$ cat config.mk
export PLATFORM = sky130hd
export DESIGN_NAME = multiplexed_seven_segment_scanner_top
export DESIGN_NICKNAME = d
export VERILOG_FILES = /design/src/rtl/mss_pkg.sv /design/src/rtl/mss_csr.sv /design/src/rtl/mss_bcd.sv /design/src/rtl/multiplexed_seven_segment_scanner_top.sv
export SDC_FILE = /design/constraint.sdc
export NUM_CORES = 1
export LEC_CHECK = 0
export ABC_AREA = 1
export BUFFER_PORTS_ARGS = -buffer_cell sky130_fd_sc_hd__buf_4
export CORE_ASPECT_RATIO = 0.7
export CORE_UTILIZATION = 38
export DETAILED_ROUTE_END_ITERATION = 10
export PLACE_DENSITY_LB_ADDON = 0.1
export SETUP_SLACK_MARGIN = 0.15
export SYNTH_ARGS = -nofsm -noshare
export SYNTH_HDL_FRONTEND = slang
export SYNTH_SLANG_ARGS = --single-unit
$ cat constraint.sdc
create_clock -name clock -period 7.89 [get_ports clock]
set_input_delay 0.3945 -clock clock [delete_from_list [all_inputs] [get_ports clock]]
set_output_delay 0.3945 -clock clock [all_outputs]
set_load 0.05 [all_outputs]
$ cat src/rtl/mss_pkg.sv
package mss_pkg;

   // Display geometry and input range.
   localparam int unsigned MAX_DIGITS = 4;
   localparam int unsigned VALUE_W    = 14;
   localparam int unsigned TIME_W     = 32;
   localparam int unsigned BCD_W      = 16;
   localparam int unsigned SEG_W      = 8;
   localparam int unsigned IDX_W      = 2;
   localparam int unsigned CNT_W      = 3;
   localparam int unsigned BASE_W     = 8;
   localparam logic [VALUE_W-1:0] VALUE_MAX = 14'd9999;

   // Double dabble takes one step per input bit.
   localparam int unsigned BCD_STEPS  = VALUE_W;
   localparam int unsigned STEP_W     = $clog2(BCD_STEPS);

   // Configuration port.
   localparam int unsigned ADDR_W     = 4;
   localparam int unsigned DATA_W     = 32;

   localparam logic [CNT_W-1:0]  DIGIT_COUNT_RST  = 3'd4;
   localparam logic              COMMON_ANODE_RST = 1'b0;
   localparam logic [BASE_W-1:0] SCAN_BASE_RST    = 8'd10;

   typedef enum logic [1:0] {
      REG_DIGIT_COUNT  = 2'd0,
      REG_COMMON_ANODE = 2'd1,
      REG_SCAN_BASE    = 2'd2,
      REG_UNUSED       = 2'd3
   } reg_index_type;

   typedef enum logic [1:0] {
      ST_IDLE,
      ST_CHECK,
      ST_CONV,
      ST_OUT
   } state_type;

   typedef struct packed {
      logic [CNT_W-1:0]  digit_count;
      logic              common_anode;
      logic [BASE_W-1:0] scan_base_ms;
   } cfg_type;

   // Digit count clamped into 1..MAX_DIGITS.
   function automatic logic [CNT_W-1:0] eff_count(input logic [CNT_W-1:0] raw);
      logic [CNT_W-1:0] c;
      c = raw;
      if (c == '0) begin
         c = CNT_W'(1);
      end
      if (c > CNT_W'(MAX_DIGITS)) begin
         c = CNT_W'(MAX_DIGITS);
      end
      return c;
   endfunction

   // Segment pattern of one decimal digit, bit0 is segment a, bit7 the point.
   function automatic logic [SEG_W-1:0] seg_pattern(input logic [3:0] digit);
      logic [SEG_W-1:0] p;
      case (digit)
         4'd0:    p = 8'h3F;
         4'd1:    p = 8'h06;
         4'd2:    p = 8'h5B;
         4'd3:    p = 8'h4F;
         4'd4:    p = 8'h66;
         4'd5:    p = 8'h6D;
         4'd6:    p = 8'h7D;
         4'd7:    p = 8'h07;
         4'd8:    p = 8'h7F;
         4'd9:    p = 8'h67;
         default: p = 8'h00;
      endcase
      return p;
   endfunction

endpackage

$ cat src/rtl/mss_csr.sv
module mss_csr (
   input  logic                         clock,
   input  logic                         reset,
   input  logic                         csr_psel,
   input  logic                         csr_penable,
   input  logic                         csr_pwrite,
   input  logic [mss_pkg::ADDR_W-1:0]   csr_paddr,
   input  logic [mss_pkg::DATA_W-1:0]   csr_pwdata,
   output logic [mss_pkg::DATA_W-1:0]   csr_prdata,
   output logic                         csr_pready,
   output mss_pkg::cfg_type             cfg
);
   import mss_pkg::*;

   cfg_type       cfg_ff, cfg_in;
   reg_index_type sel;
   logic          wr_en;

   assign csr_pready = 1'b1;
   assign wr_en      = csr_psel & csr_penable & csr_pwrite;
   assign sel        = reg_index_type'(csr_paddr[ADDR_W-1:2]);
   assign cfg        = cfg_ff;

   always_comb begin
      cfg_in     = cfg_ff;
      csr_prdata = '0;
      unique case (sel)
         REG_DIGIT_COUNT: begin
            csr_prdata = DATA_W'(cfg_ff.digit_count);
            if (wr_en) begin
               cfg_in.digit_count = csr_pwdata[CNT_W-1:0];
            end
         end
         REG_COMMON_ANODE: begin
            csr_prdata = DATA_W'(cfg_ff.common_anode);
            if (wr_en) begin
               cfg_in.common_anode = csr_pwdata[0];
            end
         end
         REG_SCAN_BASE: begin
            csr_prdata = DATA_W'(cfg_ff.scan_base_ms);
            if (wr_en) begin
               cfg_in.scan_base_ms = csr_pwdata[BASE_W-1:0];
            end
         end
         default: begin
            csr_prdata = '0;
         end
      endcase
   end

   always_ff @(posedge clock) begin
      if (reset) begin
         cfg_ff.digit_count  <= DIGIT_COUNT_RST;
         cfg_ff.common_anode <= COMMON_ANODE_RST;
         cfg_ff.scan_base_ms <= SCAN_BASE_RST;
      end else begin
         cfg_ff <= cfg_in;
      end
   end

endmodule

$ cat src/rtl/mss_bcd.sv
module mss_bcd (
   input  logic                          clock,
   input  logic                          reset,
   input  logic                          start,
   input  logic [mss_pkg::VALUE_W-1:0]   value,
   output logic                          done,
   output logic [mss_pkg::BCD_W-1:0]     bcd
);
   import mss_pkg::*;

   logic [VALUE_W-1:0] bin_ff, bin_in;
   logic [BCD_W-1:0]   bcd_ff, bcd_in;
   logic [BCD_W-1:0]   adj;
   logic [STEP_W-1:0]  step_ff, step_in;
   logic               run_ff, run_in;
   logic               done_ff, done_in;

   assign done = done_ff;
   assign bcd  = bcd_ff;

   // One shift-and-add-3 step per cycle.
   always_comb begin
      for (int n = 0; n < BCD_W / 4; n++) begin
         adj[n*4 +: 4] = (bcd_ff[n*4 +: 4] >= 4'd5) ? bcd_ff[n*4 +: 4] + 4'd3
                                                    : bcd_ff[n*4 +: 4];
      end
   end

   always_comb begin
      bin_in  = bin_ff;
      bcd_in  = bcd_ff;
      step_in = step_ff;
      run_in  = run_ff;
      done_in = 1'b0;
      if (start) begin
         bin_in  = value;
         bcd_in  = '0;
         step_in = '0;
         run_in  = 1'b1;
      end else if (run_ff) begin
         bcd_in  = {adj[BCD_W-2:0], bin_ff[VALUE_W-1]};
         bin_in  = {bin_ff[VALUE_W-2:0], 1'b0};
         step_in = step_ff + STEP_W'(1);
         if (step_ff == STEP_W'(BCD_STEPS - 1)) begin
            run_in  = 1'b0;
            done_in = 1'b1;
         end
      end
   end

   always_ff @(posedge clock) begin
      if (reset) begin
         run_ff  <= 1'b0;
         done_ff <= 1'b0;
         step_ff <= '0;
      end else begin
         run_ff  <= run_in;
         done_ff <= done_in;
         step_ff <= step_in;
      end
      bin_ff <= bin_in;
      bcd_ff <= bcd_in;
   end

endmodule

$ cat src/rtl/multiplexed_seven_segment_scanner_top.sv
// A request that lights a digit passes these steps: the elapsed-time subtract runs at
// acceptance, then the threshold compare, 14 double dabble steps in the BCD unit, a state
// that sees the finish, and one that forms the response. A new request is taken only once
// the previous one is through, which for an update includes the conversion and any wait
// for an earlier response to be claimed. Reset is synchronous and active high: it restores
// digit_count 4, common_anode 0, scan_base_ms 10, clears last update time and scan index.
module multiplexed_seven_segment_scanner_top (
   input  logic                        clock,
   input  logic                        reset,
   // Request channel.
   input  logic                        req_tvalid,
   output logic                        req_tready,
   input  logic [47:0]                 req_tdata,  // time_ms[31:0], value[45:32], zero fill
   // Response channel.
   output logic                        rsp_tvalid,
   input  logic                        rsp_tready,
   output logic [15:0]                 rsp_tdata,  // segments[7:0], digit_enables[11:8],
                                                   // digit_index[13:12], zero fill
   // Configuration port.
   input  logic                        csr_psel,
   input  logic                        csr_penable,
   input  logic                        csr_pwrite,
   input  logic [mss_pkg::ADDR_W-1:0]  csr_paddr,
   input  logic [mss_pkg::DATA_W-1:0]  csr_pwdata,
   output logic [mss_pkg::DATA_W-1:0]  csr_prdata,
   output logic                        csr_pready
);
   import mss_pkg::*;

   cfg_type   cfg;
   state_type state_ff, state_in;

   logic [TIME_W-1:0]  time_ff, time_in;
   logic [VALUE_W-1:0] value_ff, value_in;
   logic [TIME_W-1:0]  elapsed_ff, elapsed_in;
   logic [TIME_W-1:0]  last_update_ff, last_update_in;
   logic [IDX_W-1:0]   scan_ff, scan_in;
   logic               rsp_valid_ff, rsp_valid_in;
   logic [15:0]        rsp_data_ff, rsp_data_in;

   logic [TIME_W-1:0]  req_time;
   logic [VALUE_W-1:0] req_value;
   logic [CNT_W-1:0]   count;
   logic [TIME_W+CNT_W-1:0] scaled;
   logic               fire;
   logic               bcd_start;
   logic               bcd_done;
   logic [BCD_W-1:0]   bcd;
   logic [IDX_W-1:0]   idx;
   logic [CNT_W-1:0]   idx_next;
   logic [SEG_W-1:0]   pattern;
   logic [3:0]         enables;
   logic               out_free;

   assign req_time  = req_tdata[TIME_W-1:0];
   assign req_value = req_tdata[TIME_W +: VALUE_W];

   assign req_tready = (state_ff == ST_IDLE);
   assign rsp_tvalid = rsp_valid_ff;
   assign rsp_tdata  = rsp_data_ff;
   assign out_free   = !rsp_valid_ff || rsp_tready;

   mss_csr u_csr (
      .clock       (clock),
      .reset       (reset),
      .csr_psel    (csr_psel),
      .csr_penable (csr_penable),
      .csr_pwrite  (csr_pwrite),
      .csr_paddr   (csr_paddr),
      .csr_pwdata  (csr_pwdata),
      .csr_prdata  (csr_prdata),
      .csr_pready  (csr_pready),
      .cfg         (cfg)
   );

   mss_bcd u_bcd (
      .clock (clock),
      .reset (reset),
      .start (bcd_start),
      .value (value_ff),
      .done  (bcd_done),
      .bcd   (bcd)
   );

   // The per-digit threshold is floor(scan_base_ms / count). For integers,
   // elapsed > floor(base / count) holds exactly when elapsed * count > base,
   // so the compare needs no divider.
   assign count  = eff_count(cfg.digit_count);
   assign scaled = (TIME_W+CNT_W)'(elapsed_ff) * (TIME_W+CNT_W)'(count);
   assign fire   = scaled > (TIME_W+CNT_W)'(cfg.scan_base_ms);

   // A scan index left beyond a lowered digit count restarts at the units digit.
   always_comb begin
      idx = scan_ff;
      if (CNT_W'(scan_ff) >= count) begin
         idx = '0;
      end
      idx_next = CNT_W'(idx) + CNT_W'(1);
   end

   always_comb begin
      pattern = seg_pattern(bcd[idx*4 +: 4]);
      if (cfg.common_anode) begin
         pattern = ~pattern;
      end
      enables = ~(4'b0001 << idx);
   end

   always_comb begin
      state_in       = state_ff;
      time_in        = time_ff;
      value_in       = value_ff;
      elapsed_in     = elapsed_ff;
      last_update_in = last_update_ff;
      scan_in        = scan_ff;
      rsp_valid_in   = rsp_valid_ff;
      rsp_data_in    = rsp_data_ff;
      bcd_start      = 1'b0;

      if (rsp_valid_ff && rsp_tready) begin
         rsp_valid_in = 1'b0;
      end

      unique case (state_ff)
         ST_IDLE: begin
            if (req_tvalid) begin
               time_in    = req_time;
               value_in   = (req_value > VALUE_MAX) ? VALUE_MAX : req_value;
               elapsed_in = req_time - last_update_ff;
               state_in   = ST_CHECK;
            end
         end
         ST_CHECK: begin
            if (fire) begin
               bcd_start = 1'b1;
               state_in  = ST_CONV;
            end else begin
               state_in = ST_IDLE;
            end
         end
         ST_CONV: begin
            if (bcd_done) begin
               state_in = ST_OUT;
            end
         end
         ST_OUT: begin
            // Wait here while an earlier response is still unclaimed.
            if (out_free) begin
               rsp_valid_in   = 1'b1;
               rsp_data_in    = {2'b00, idx, enables, pattern};
               last_update_in = time_ff;
               scan_in        = (idx_next >= count) ? '0 : idx_next[IDX_W-1:0];
               state_in       = ST_IDLE;
            end
         end
         default: begin
            state_in = ST_IDLE;
         end
      endcase
   end

   always_ff @(posedge clock) begin
      if (reset) begin
         state_ff       <= ST_IDLE;
         last_update_ff <= '0;
         scan_ff        <= '0;
         rsp_valid_ff   <= 1'b0;
      end else begin
         state_ff       <= state_in;
         last_update_ff <= last_update_in;
         scan_ff        <= scan_in;
         rsp_valid_ff   <= rsp_valid_in;
      end
      time_ff     <= time_in;
      value_ff    <= value_in;
      elapsed_ff  <= elapsed_in;
      rsp_data_ff <= rsp_data_in;
   end

`ifndef ASSERT_OFF
   a_done_in_conv: assert property (@(posedge clock) disable iff (reset)
      bcd_done |-> state_ff == ST_CONV)
      else $error("BCD unit finished outside the conversion state");

   a_bcd_digits: assert property (@(posedge clock) disable iff (reset)
      bcd_done |-> (bcd[3:0] <= 4'd9) && (bcd[7:4] <= 4'd9)
                   && (bcd[11:8] <= 4'd9) && (bcd[15:12] <= 4'd9))
      else $error("BCD conversion produced a digit above nine");

   a_one_enable_low: assert property (@(posedge clock) disable iff (reset)
      rsp_valid_ff |-> $countones(rsp_data_ff[11:8]) == 3)
      else $error("response does not pull exactly one digit enable low");

   a_update_time: assert property (@(posedge clock) disable iff (reset)
      (state_ff == ST_OUT && out_free) |=> rsp_valid_ff && last_update_ff == $past(time_ff))
      else $error("digit update did not record its time");
`endif

endmodule

==> metrics.md, run 1 <==
| Metric | Value |
|---|---|
| PostCTS Resize Cnt | `0` |
| Sw Share | `0.357` |
| Number of port buffers | `86` |
| Crit-path leading delay family | `simple AND/OR/NAND/NOR gates` |
| Slew @ Worst Pin | `roughly 1100 ps` |
| VDD IR-drop max | `106 uV` |
| Design area | `0.0145 mm2` |
| Post-route ant nets | `0` |
| Avg WL per Cell | `13.9 um` |
| Commonest non-fill, non-tap cell in the layout | `nand2_1` |
| Total Routing Usage GR | `0.187` |
| DRT Wirelength | `30800 um` |
| Post-CTS Setup Inserts | `0` |
| CP max-delay cell | `o21ai_0` |
| Synthesized flop and latch total | `around 180` |
| YS warnings | `0` |
| Cells after Synth | `1694` |
| Synth area leaders | `edfxtp_1 (25%), nand2_1 (12%), dfxtp_1 (11%), ha_1 (9.4%), inv_1 (9.2%)` |
| Met3 WL | `1290 um` |
| Register share of total power | `0.397` |
| Fill cells | `3363` |
| Dpl hpwl | `roughly 25000 um` |
| Most common cell on crit path | `nand2_1` |
| Via density | `4.77` |
| Final TNS setup | `0 ps` |
| PwrDens | `between 200 and 250 mW/mm2` |
| Drt first pass iters | `7` |
| Combinational Power Share | `0.302` |
| Worst setup SP type | `flop` |
| Met2 Wirelength | `11300 um` |
| Outcome | `completed` |
| Largest buffer count on any clock path | `2` |
| Synth top area share | `0.249` |
| Area of the multi-input gates | `0.00677 mm2` |
| Core Rows | `55` |
| Internal | `0.00200 W` |
| Gr ovfl total | `0` |
| Clk slew on worst S/H paths | `roughly 80 ps` |
| Max-slew violations | `0` |
| Top Metal Used | `met4` |
| Synthesized area | `0.0128 mm2` |
| Starting Density | `0.391` |
| Area delta synth->final | `12.9%` |
| Leading cell types in the layout, fill and taps excluded | `nand2_1 (425), inv_1 (314), a21oi_1 (128), nor2_1 (117), edfxtp_1 (106)` |
| Register area share after synthesis | `0.360` |
| DIE HEIGHT | `156 um` |
| FF+latch area | `approximately 0.0046 mm2` |
| Diodes inserted | `0` |
| Core area | `0.0328 mm2` |
| Vias in the first global route | `about 10000` |
| Final worst-path cycle share | `0.756` |
| Crit Path Category | `reg2reg` |
| Hold Crit Class | `in2reg` |
| Final Hold Viols | `0` |
| Initial DRC count | `659` |
| Worst Skew | `approximately 12 ps` |
| Share of cells above drive strength 1 | `0.0862` |
| Post-synth top area cell | `edfxtp_1` |
| Hold-fix buffers at CTS | `0` |
| CP peak stage delay | `roughly 460 ps` |
| RSZ-0062 raised after global routing | `false` |
| Max Cap Viol | `0` |
| Crit-path max FO | `25` |
| Final #Nets | `1992` |
| M1 wire length | `17900 um` |
| Required @ worst endpoint | `~7900 ps` |
| Crit path DAT | `6000 ps` |
| Final Instance Count excl. Fillers | `2213` |
| P_leak | `6.88 nW` |
| Initial antenna violation count | `0` |
| DRC errors left | `0` |
| Netlist cell types | `51` |
| H-Tree Depth | `4` |
| Slew HR | `0.285` |
| Sink Count | `177` |
| Die width | `around 220 um` |
| Mean post-synth cell area | `7.56 um2` |
| Net Sw Power | `0.00111 W` |
| Bufs and invs on worst path | `5` |
| Largest net degree at the start of global routing | `65` |
| CTS Buf Count | `17` |
| Root Buffer | `clkbuf_16` |
| Minimum clock period | `a little under 6000 ps` |
| Endpoints failing setup | `0` |
| Vias | `10557` |
| Top Ports | `142` |
| Placed Cells | `2181` |
| Die area | `0.0345 mm2` |
| CTS tree | `yes` |
| Fmax | `168 MHz` |
| CP Capture Type | `flop` |
| GP Congestion | `approximately 0.88` |
| Global-route wire length before repair | `between 50000 and 60000 um` |
| Clk pwr share | `0.301` |
| Dpl cell area | `0.0138 mm2` |
| Worst-Skew Late Latency | `450 ps` |
-- worst reg2reg max path, cell delays in order, from the launching register on --
cell and delay, ps:
dfxtp_1 310, inv_1 60, o21ai_0 460, inv_1 270
nand2_1 140, fa_1 420, inv_1 70, ha_1 220
inv_1 70, fa_1 400, inv_1 90, nand2_1 80
a21oi_2 240, xor2_1 200, ha_1 270, a21o_1 180
nor2_1 90, nand2_1 50, nand2_1 50, nand2_1 40
nand2_1 80, nand3_1 90, nor3_2 110, nand3_1 120
nor2_2 160, nand4_4 380, nand2_4 430, nand2_1 470
-- cell families (layout without fill, tap and decap cells) --
family | after synthesis | in the layout | share of synthesized area
simple gates | 678 | 678 | 0.220
buf+inv | 377 | 444 | 0.120
compound gates | 285 | 285 | 0.124
flops | 177 | 177 | 0.360
fa+ha+maj | 128 | 128 | 0.144
xor+xnor | 47 | 47 | 0.0321
other cells | 2 | 27 | 0.000586
-- power by group through the flow --
stage | sequential [W] | combinational (W) | clock [W]
2_1_floorplan | 0.00126 | 0.000702 | 0
3_3_place_gp | 0.00125 | 0.000936 | 0
3_5_place_dp | 0.00126 | 0.000943 | 0
4_1_cts | 0.00124 | 0.000948 | 0.000967
5_1_grt | 0.00125 | 0.00108 | 0.00100
6_report | 0.00124 | 0.000942 | 0.000937
-- routing by layer --
layer,global-route usage,up-vias
met4,0.0407,0
met2,0.247,207
met5,0,-
met3,0.0307,15
met1,0.307,4796
li1,-,5539
-- cell usage after synthesis (all sizes together) --
master,count
nand2,427
inv,315
a21oi,130
nor2,124
edfxtp,106
ha,96
o21ai,91
dfxtp,71
nand3,68
xor2,33
buf,32
fa,32
clkbuf,27
nor3,19
nand4,17
xnor2,14
a22oi,11
o21a,11
or2,11
a31oi,9
nand3b,6
o211ai,6
o21bai,6
a21boi,5
a21o,4
o22ai,4
and2,3
clkinv,3
a211oi,2
a221oi,2
conb,2
nor4,2
a2111oi,1
nor3b,1
o2111ai,1
o221ai,1
o311ai,1
-- sequential cells by signal (all words and copies together) (netlist names), named ones only --
| signal | count |
|---|---|
| elapsed_ff | 32 |
| last_update_ff | 32 |
| rsp_tdata | 14 |
| rsp_tvalid | 1 |
| scan_ff | 2 |
| state_ff | 1 |
| time_ff | 32 |
| u_bcd.bcd | 16 |
| u_bcd.bin_ff | 14 |
| u_bcd.done | 1 |
| u_bcd.run_ff | 1 |
| u_bcd.step_ff | 4 |
| u_csr.cfg | 12 |
| value_ff | 14 |
-- final timing paths --
check | to | startpoint | cells past startpoint | slack, ps
hold / removal | time_ff[0]$_DFFE_PP_ | req_tdata[0] | 1 | 140
hold reg to reg | last_update_ff[2]$_SDFFE_PP0P_ | last_update_ff[2]$_SDFFE_PP0P_ | 2 | 460
setup / recovery | u_bcd.bin_ff[10]$_DFFE_PP_ | u_csr.cfg[10]$_SDFFE_PP0P_ | 27 | 1920
setup reg to reg | u_bcd.bin_ff[10]$_DFFE_PP_ | u_csr.cfg[10]$_SDFFE_PP0P_ | 27 | 1920
-- per-stage QoR --
step / power [W] / setup WS, ps / hold WS [ps] / util
after floorplan: 0.00196 / 1570 / 433 / -
after global placement: 0.00219 / 1950 / 446 / 0.422
after detailed placement: 0.00220 / 1870 / 452 / 0.422
after CTS: 0.00315 / 1860 / 110 / 0.442
after global routing: 0.00334 / 1300 / 111 / 0.442
final: 0.00311 / 1920 / 139 / 0.442
-- area by class of cell --
class,count,share of cell area
clock buffer,18,0.0304
clock inverter,14,0.0151
inverter,318,0.0825
multi-input combinational,1165,0.468
sequential,177,0.318
tap,427,0.0369
timing repair buffer,94,0.0488
Power figures use the tool's default switching activity.
==> run 2, diff against run 1 <==
- ABC_AREA: 1 -> 0
- clock period: 7.89 -> 4.85 ns (I/O delays scaled with it)
==> metrics.md, run 2 <==
| Metric | Value |
|---|---|
| Outcome | `finished with violations (was completed)` |
| Worst setup SP type | `flop (unchanged)` |
| Endpoints failing setup | `28 (was 0)` |
| Initial antenna violation count | `0 (unchanged)` |
| Netlist cell types | `79 (was 51)` |
| Worst-Skew Late Latency | `440 ps (was 450 ps)` |
| Vias | `10056 (was 10557)` |
| CP Launch Point | `u_csr.cfg[11]$_SDFFE_PP1P_ (was u_csr.cfg[10]$_SDFFE_PP0P_)` |
| CP max-delay cell | `fa_1 (was o21ai_0)` |
| FF+latch area | `0.00461 mm2 (was 0.00460 mm2)` |
| Gr ovfl total | `0 (unchanged)` |
| Core area | `0.0316 mm2 (was 0.0328 mm2)` |
| Commonest non-fill, non-tap cell in the layout | `buf_4 (was nand2_1)` |
| Register area share after synthesis | `0.371 (was 0.360)` |
| Most common cell on crit path | `buf_12 (was nand2_1)` |
| Largest buffer count on any clock path | `2 (unchanged)` |
| Clk pwr share | `0.326 (was 0.301)` |
| YS warnings | `0 (unchanged)` |
| R2R Setup Slk | `-150 ps (was 1920 ps)` |
| Initial DRC count | `466 (was 659)` |
| Number of port buffers | `86 (unchanged)` |
| Root Buffer | `clkbuf_16 (unchanged)` |
| Via density | `4.93 (was 4.77)` |
| Crit path DAT | `5190 ps (was 6000 ps)` |
| CP peak stage delay | `540 ps (was 460 ps)` |
| Diodes inserted | `0 (unchanged)` |
| PwrDens | `260 mW/mm2 (was 215 mW/mm2)` |
| Area delta synth->final | `27.3% (was 12.9%)` |
| Final #Nets | `1824 (was 1992)` |
| Top flop regs | `elapsed_ff x32, last_update_ff x32, time_ff x32 (unchanged)` |
| Internal | `0.00283 W (was 0.00200 W)` |
| Sw Share | `0.311 (was 0.357)` |
| P_leak | `6.60 nW (was 6.88 nW)` |
| Fmax | `200 MHz (was 168 MHz)` |
| Post-route ant nets | `0 (unchanged)` |
| Top Ports | `142 (unchanged)` |
| Die width | `218 um (was 221 um)` |
| Total Routing Usage GR | `0.185 (was 0.187)` |
| Clk slew on worst S/H paths | `70 ps (was 80 ps)` |
| Die area | `0.0334 mm2 (was 0.0345 mm2)` |
| Synthesized area | `0.0124 mm2 (was 0.0128 mm2)` |
| Final WS setup | `-145 ps (was 1920 ps)` |
| Vias in the first global route | `9437 (was 9854)` |
| Final worst-path cycle share | `1.03 (was 0.756)` |
| DRC errors left | `0 (unchanged)` |
| Minimum clock period | `5000 ps (was 5970 ps)` |
| Synth top area share | `0.257 (was 0.249)` |
| CTS Buf Count | `17 (unchanged)` |
| Fill cells | `3001 (was 3363)` |
| Max-slew violations | `0 (unchanged)` |
| Register share of total power | `0.433 (was 0.397)` |
| Global-route wire length before repair | `49400 um (was 51400 um)` |
| Hold path startpoint | `req_tdata[2] (was req_tdata[0])` |
| Design area | `0.0158 mm2 (was 0.0145 mm2)` |
| Max Cap Viol | `0 (unchanged)` |
| Core Rows | `54 (was 55)` |
| Cells after Synth | `1372 (was 1694)` |
| Drt first pass iters | `5 (was 7)` |
| CP Capture Type | `flop (unchanged)` |
| CP Cell Sequence | `buf_12 -> nor2b_4 -> buf_4 -> buf_12 -> nand2_1 -> fa_1 -> inv_1 -> ha_1 -> buf_4 -> a21oi_1 -> o21ai_0 -> a21oi_2 -> o221ai_1 -> or2_2 -> nand3_1 -> a211oi_1 -> a41o_1 -> o41ai_4 -> buf_6 -> buf_12 -> mux2_2` |
| Dpl cell area | `0.0143 mm2 (was 0.0138 mm2)` |
| Most common cell in the synthesized netlist | `nand2_1 (unchanged)` |
| Dpl hpwl | `23000 um (was 24700 um)` |
| Avg WL per Cell | `14.9 um (was 13.9 um)` |
| Net Sw Power | `0.00128 W (was 0.00111 W)` |
| Sink Count | `177 (unchanged)` |
| Leading cell types in the layout, fill and taps excluded | `buf_4 (219), nand2_1 (204), inv_1 (131), a21oi_1 (117), edfxtp_1 (106) (was nand2_1 (425), inv_1 (314), a21oi_1 (128), nor2_1 (117), edfxtp_1 (106))` |
| Starting Density | `0.392 (was 0.391)` |
| Async SR Flop Fraction | `0 (unchanged)` |
| Number of synthesized flops with an enable pin | `106 (unchanged)` |
| Final Hold Viols | `0 (unchanged)` |
| Crit-path leading delay family | `compound AO/OA/AOI/OAI gates (was simple AND/OR/NAND/NOR gates)` |
| Slew @ Worst Pin | `1190 ps (was 1070 ps)` |
| CTS tree | `yes (unchanged)` |
| Placed Cells | `1956 (was 2181)` |
| Ys flop type | `edfxtp_1 (unchanged)` |
| Largest net degree at the start of global routing | `79 (was 65)` |
| Hold Crit Class | `in2reg (unchanged)` |
| RSZ-0062 raised after global routing | `true (was false)` |
| Synth cell count leaders | `nand2_1 (209), inv_1 (132), a21oi_1 (127) (was nand2_1 (425), inv_1 (314), a21oi_1 (128))` |
| Crit Path Category | `reg2reg (unchanged)` |
| Area of the multi-input gates | `0.00734 mm2 (was 0.00677 mm2)` |
| DRT Wirelength | `30300 um (was 30800 um)` |
| Share of cells above drive strength 1 | `0.224 (was 0.0862)` |
| Combinational Power Share | `0.241 (was 0.302)` |
| Violated checks | `negative setup slack` |
| DIE HEIGHT | `153 um (was 156 um)` |
| GP Congestion | `0.886 (was 0.883)` |
| Post-synth top area cell | `edfxtp_1 (unchanged)` |
| H-Tree Depth | `4 (unchanged)` |
| Final Instance Count excl. Fillers | `2038 (was 2213)` |
| Synth area leaders | `edfxtp_1 (26%), dfxtp_1 (11%), ha_1 (9.7%), nand2_1 (6.3%), fa_1 (5.2%) (was edfxtp_1 (25%), nand2_1 (12%), dfxtp_1 (11%), ha_1 (9.4%), inv_1 (9.2%))` |
| Synthesized flop and latch total | `177 (unchanged)` |
| Mean post-synth cell area | `9.04 um2 (was 7.56 um2)` |
| VDD IR-drop max | `211 uV (was 106 uV)` |
| Bufs and invs on worst path | `7 (was 5)` |
| Worst R2R Start | `u_csr.cfg[11]$_SDFFE_PP1P_ (was u_csr.cfg[10]$_SDFFE_PP0P_)` |
| Worst Skew | `18.3 ps (was 12.3 ps)` |
| Required @ worst endpoint | `5040 ps (was 7930 ps)` |
| Crit-path max FO | `9 (was 25)` |
| Slew HR | `0.202 (was 0.285)` |
==> run 2: cell count changes after synthesis, sizes merged, moves of 13 or more <==
cell	previous run	this run
a21o	4	31
and2	3	27
clkbuf	27	40
inv	315	132
mux2	0	17
mux2i	0	24
nand2	427	210
nand2b	0	25
nand3	68	29
nor2	124	71
o21ai	91	52
xnor2	14	36
xor2	33	20
==> run 2: cell type report <==
class / instances / share of cell area
inverter: 133 / 0.0316
tap: 420 / 0.0333
multi-input combinational: 1011 / 0.465
clock buffer: 17 / 0.0270
timing repair buffer: 265 / 0.142
clock inverter: 15 / 0.00927
sequential: 177 / 0.292
==> run 2: cells by family (layout without fill, tap and decap cells) <==
family	Yosys count	count (layout)	share of synthesized area
other cells	2	27	0.000606
fa+ha+maj	128	128	0.149
mux	41	41	0.0369
buf+inv	209	430	0.0742
flops	177	177	0.371
simple gates	454	454	0.169
compound gates	305	305	0.160
xor+xnor	56	56	0.0396
==> run 2: metrics by stage <==
| stage | util | hold WS, ps | total power [W] | worst slack [ps] | setup TNS [ps] |
|---|---|---|---|---|---|
| final | 0.499 | 17.4 | 0.00410 | -145 | -3070 |
| after global routing | 0.499 | 1.89 | 0.00431 | -411 | -16230 |
| after CTS | 0.494 | 0.272 | 0.00413 | -113 | -3240 |
| after detailed placement | 0.453 | 436 | 0.00273 | -249 | -5950 |
| after global placement | 0.453 | 436 | 0.00272 | -200 | -4750 |
| after floorplan | - | 341 | 0.00243 | -89.1 | -623 |
==> run 2: worst paths after layout <==
check / endpoint / cells after the start
max reg2reg: u_bcd.bin_ff[3]$_DFFE_PP_ / 21
min reg2reg: last_update_ff[10]$_SDFFE_PP0P_ / 2
min: time_ff[2]$_DFFE_PP_ / 1
max: u_bcd.bin_ff[3]$_DFFE_PP_ / 21
==> run 2: power groups by stage <==
stage,logic [W],registers [W],clock network (W)
after floorplan,0.000646,0.00179,0
after global placement,0.000909,0.00181,0
after detailed placement,0.000917,0.00181,0
after CTS,0.000973,0.00178,0.00138
after global routing,0.00109,0.00179,0.00143
final,0.000988,0.00178,0.00134
==> run 2: worst register-to-register path, cell delays in order, from the launching register on <==
cell and delay [ps]:
dfxtp_2 340, buf_12 130, nor2b_4 180, buf_4 150, buf_12 110, nand2_1 70
fa_1 540, inv_1 50, ha_1 300, buf_4 170, a21oi_1 250, o21ai_0 180
a21oi_2 270, o221ai_1 230, or2_2 350, nand3_1 120, a211oi_1 80, a41o_1 260
o41ai_4 340, buf_6 180, buf_12 140, mux2_2 330
==> run 2: metal layers <==
metal,share of wire,global-route usage,up-vias,routed length [um]
met1,0.56,0.302,4738,16800
li1,-,-,5157,-
met2,0.41,0.256,149,12300
met4,0.0059,0.0320,0,180
met3,0.031,0.0259,12,942
met5,0,0,-,0
==> run 2: timing repair <==
action | in CTS | in global routing
hold buffers | 31 | 1
hold endpoints to repair | 31 | 1
buffers inserted | 11 | 3
setup endpoints to repair | 48 | 51
gates cloned | 3 | 1
resized for setup | 41 | 19
pin swaps | 1 | 4
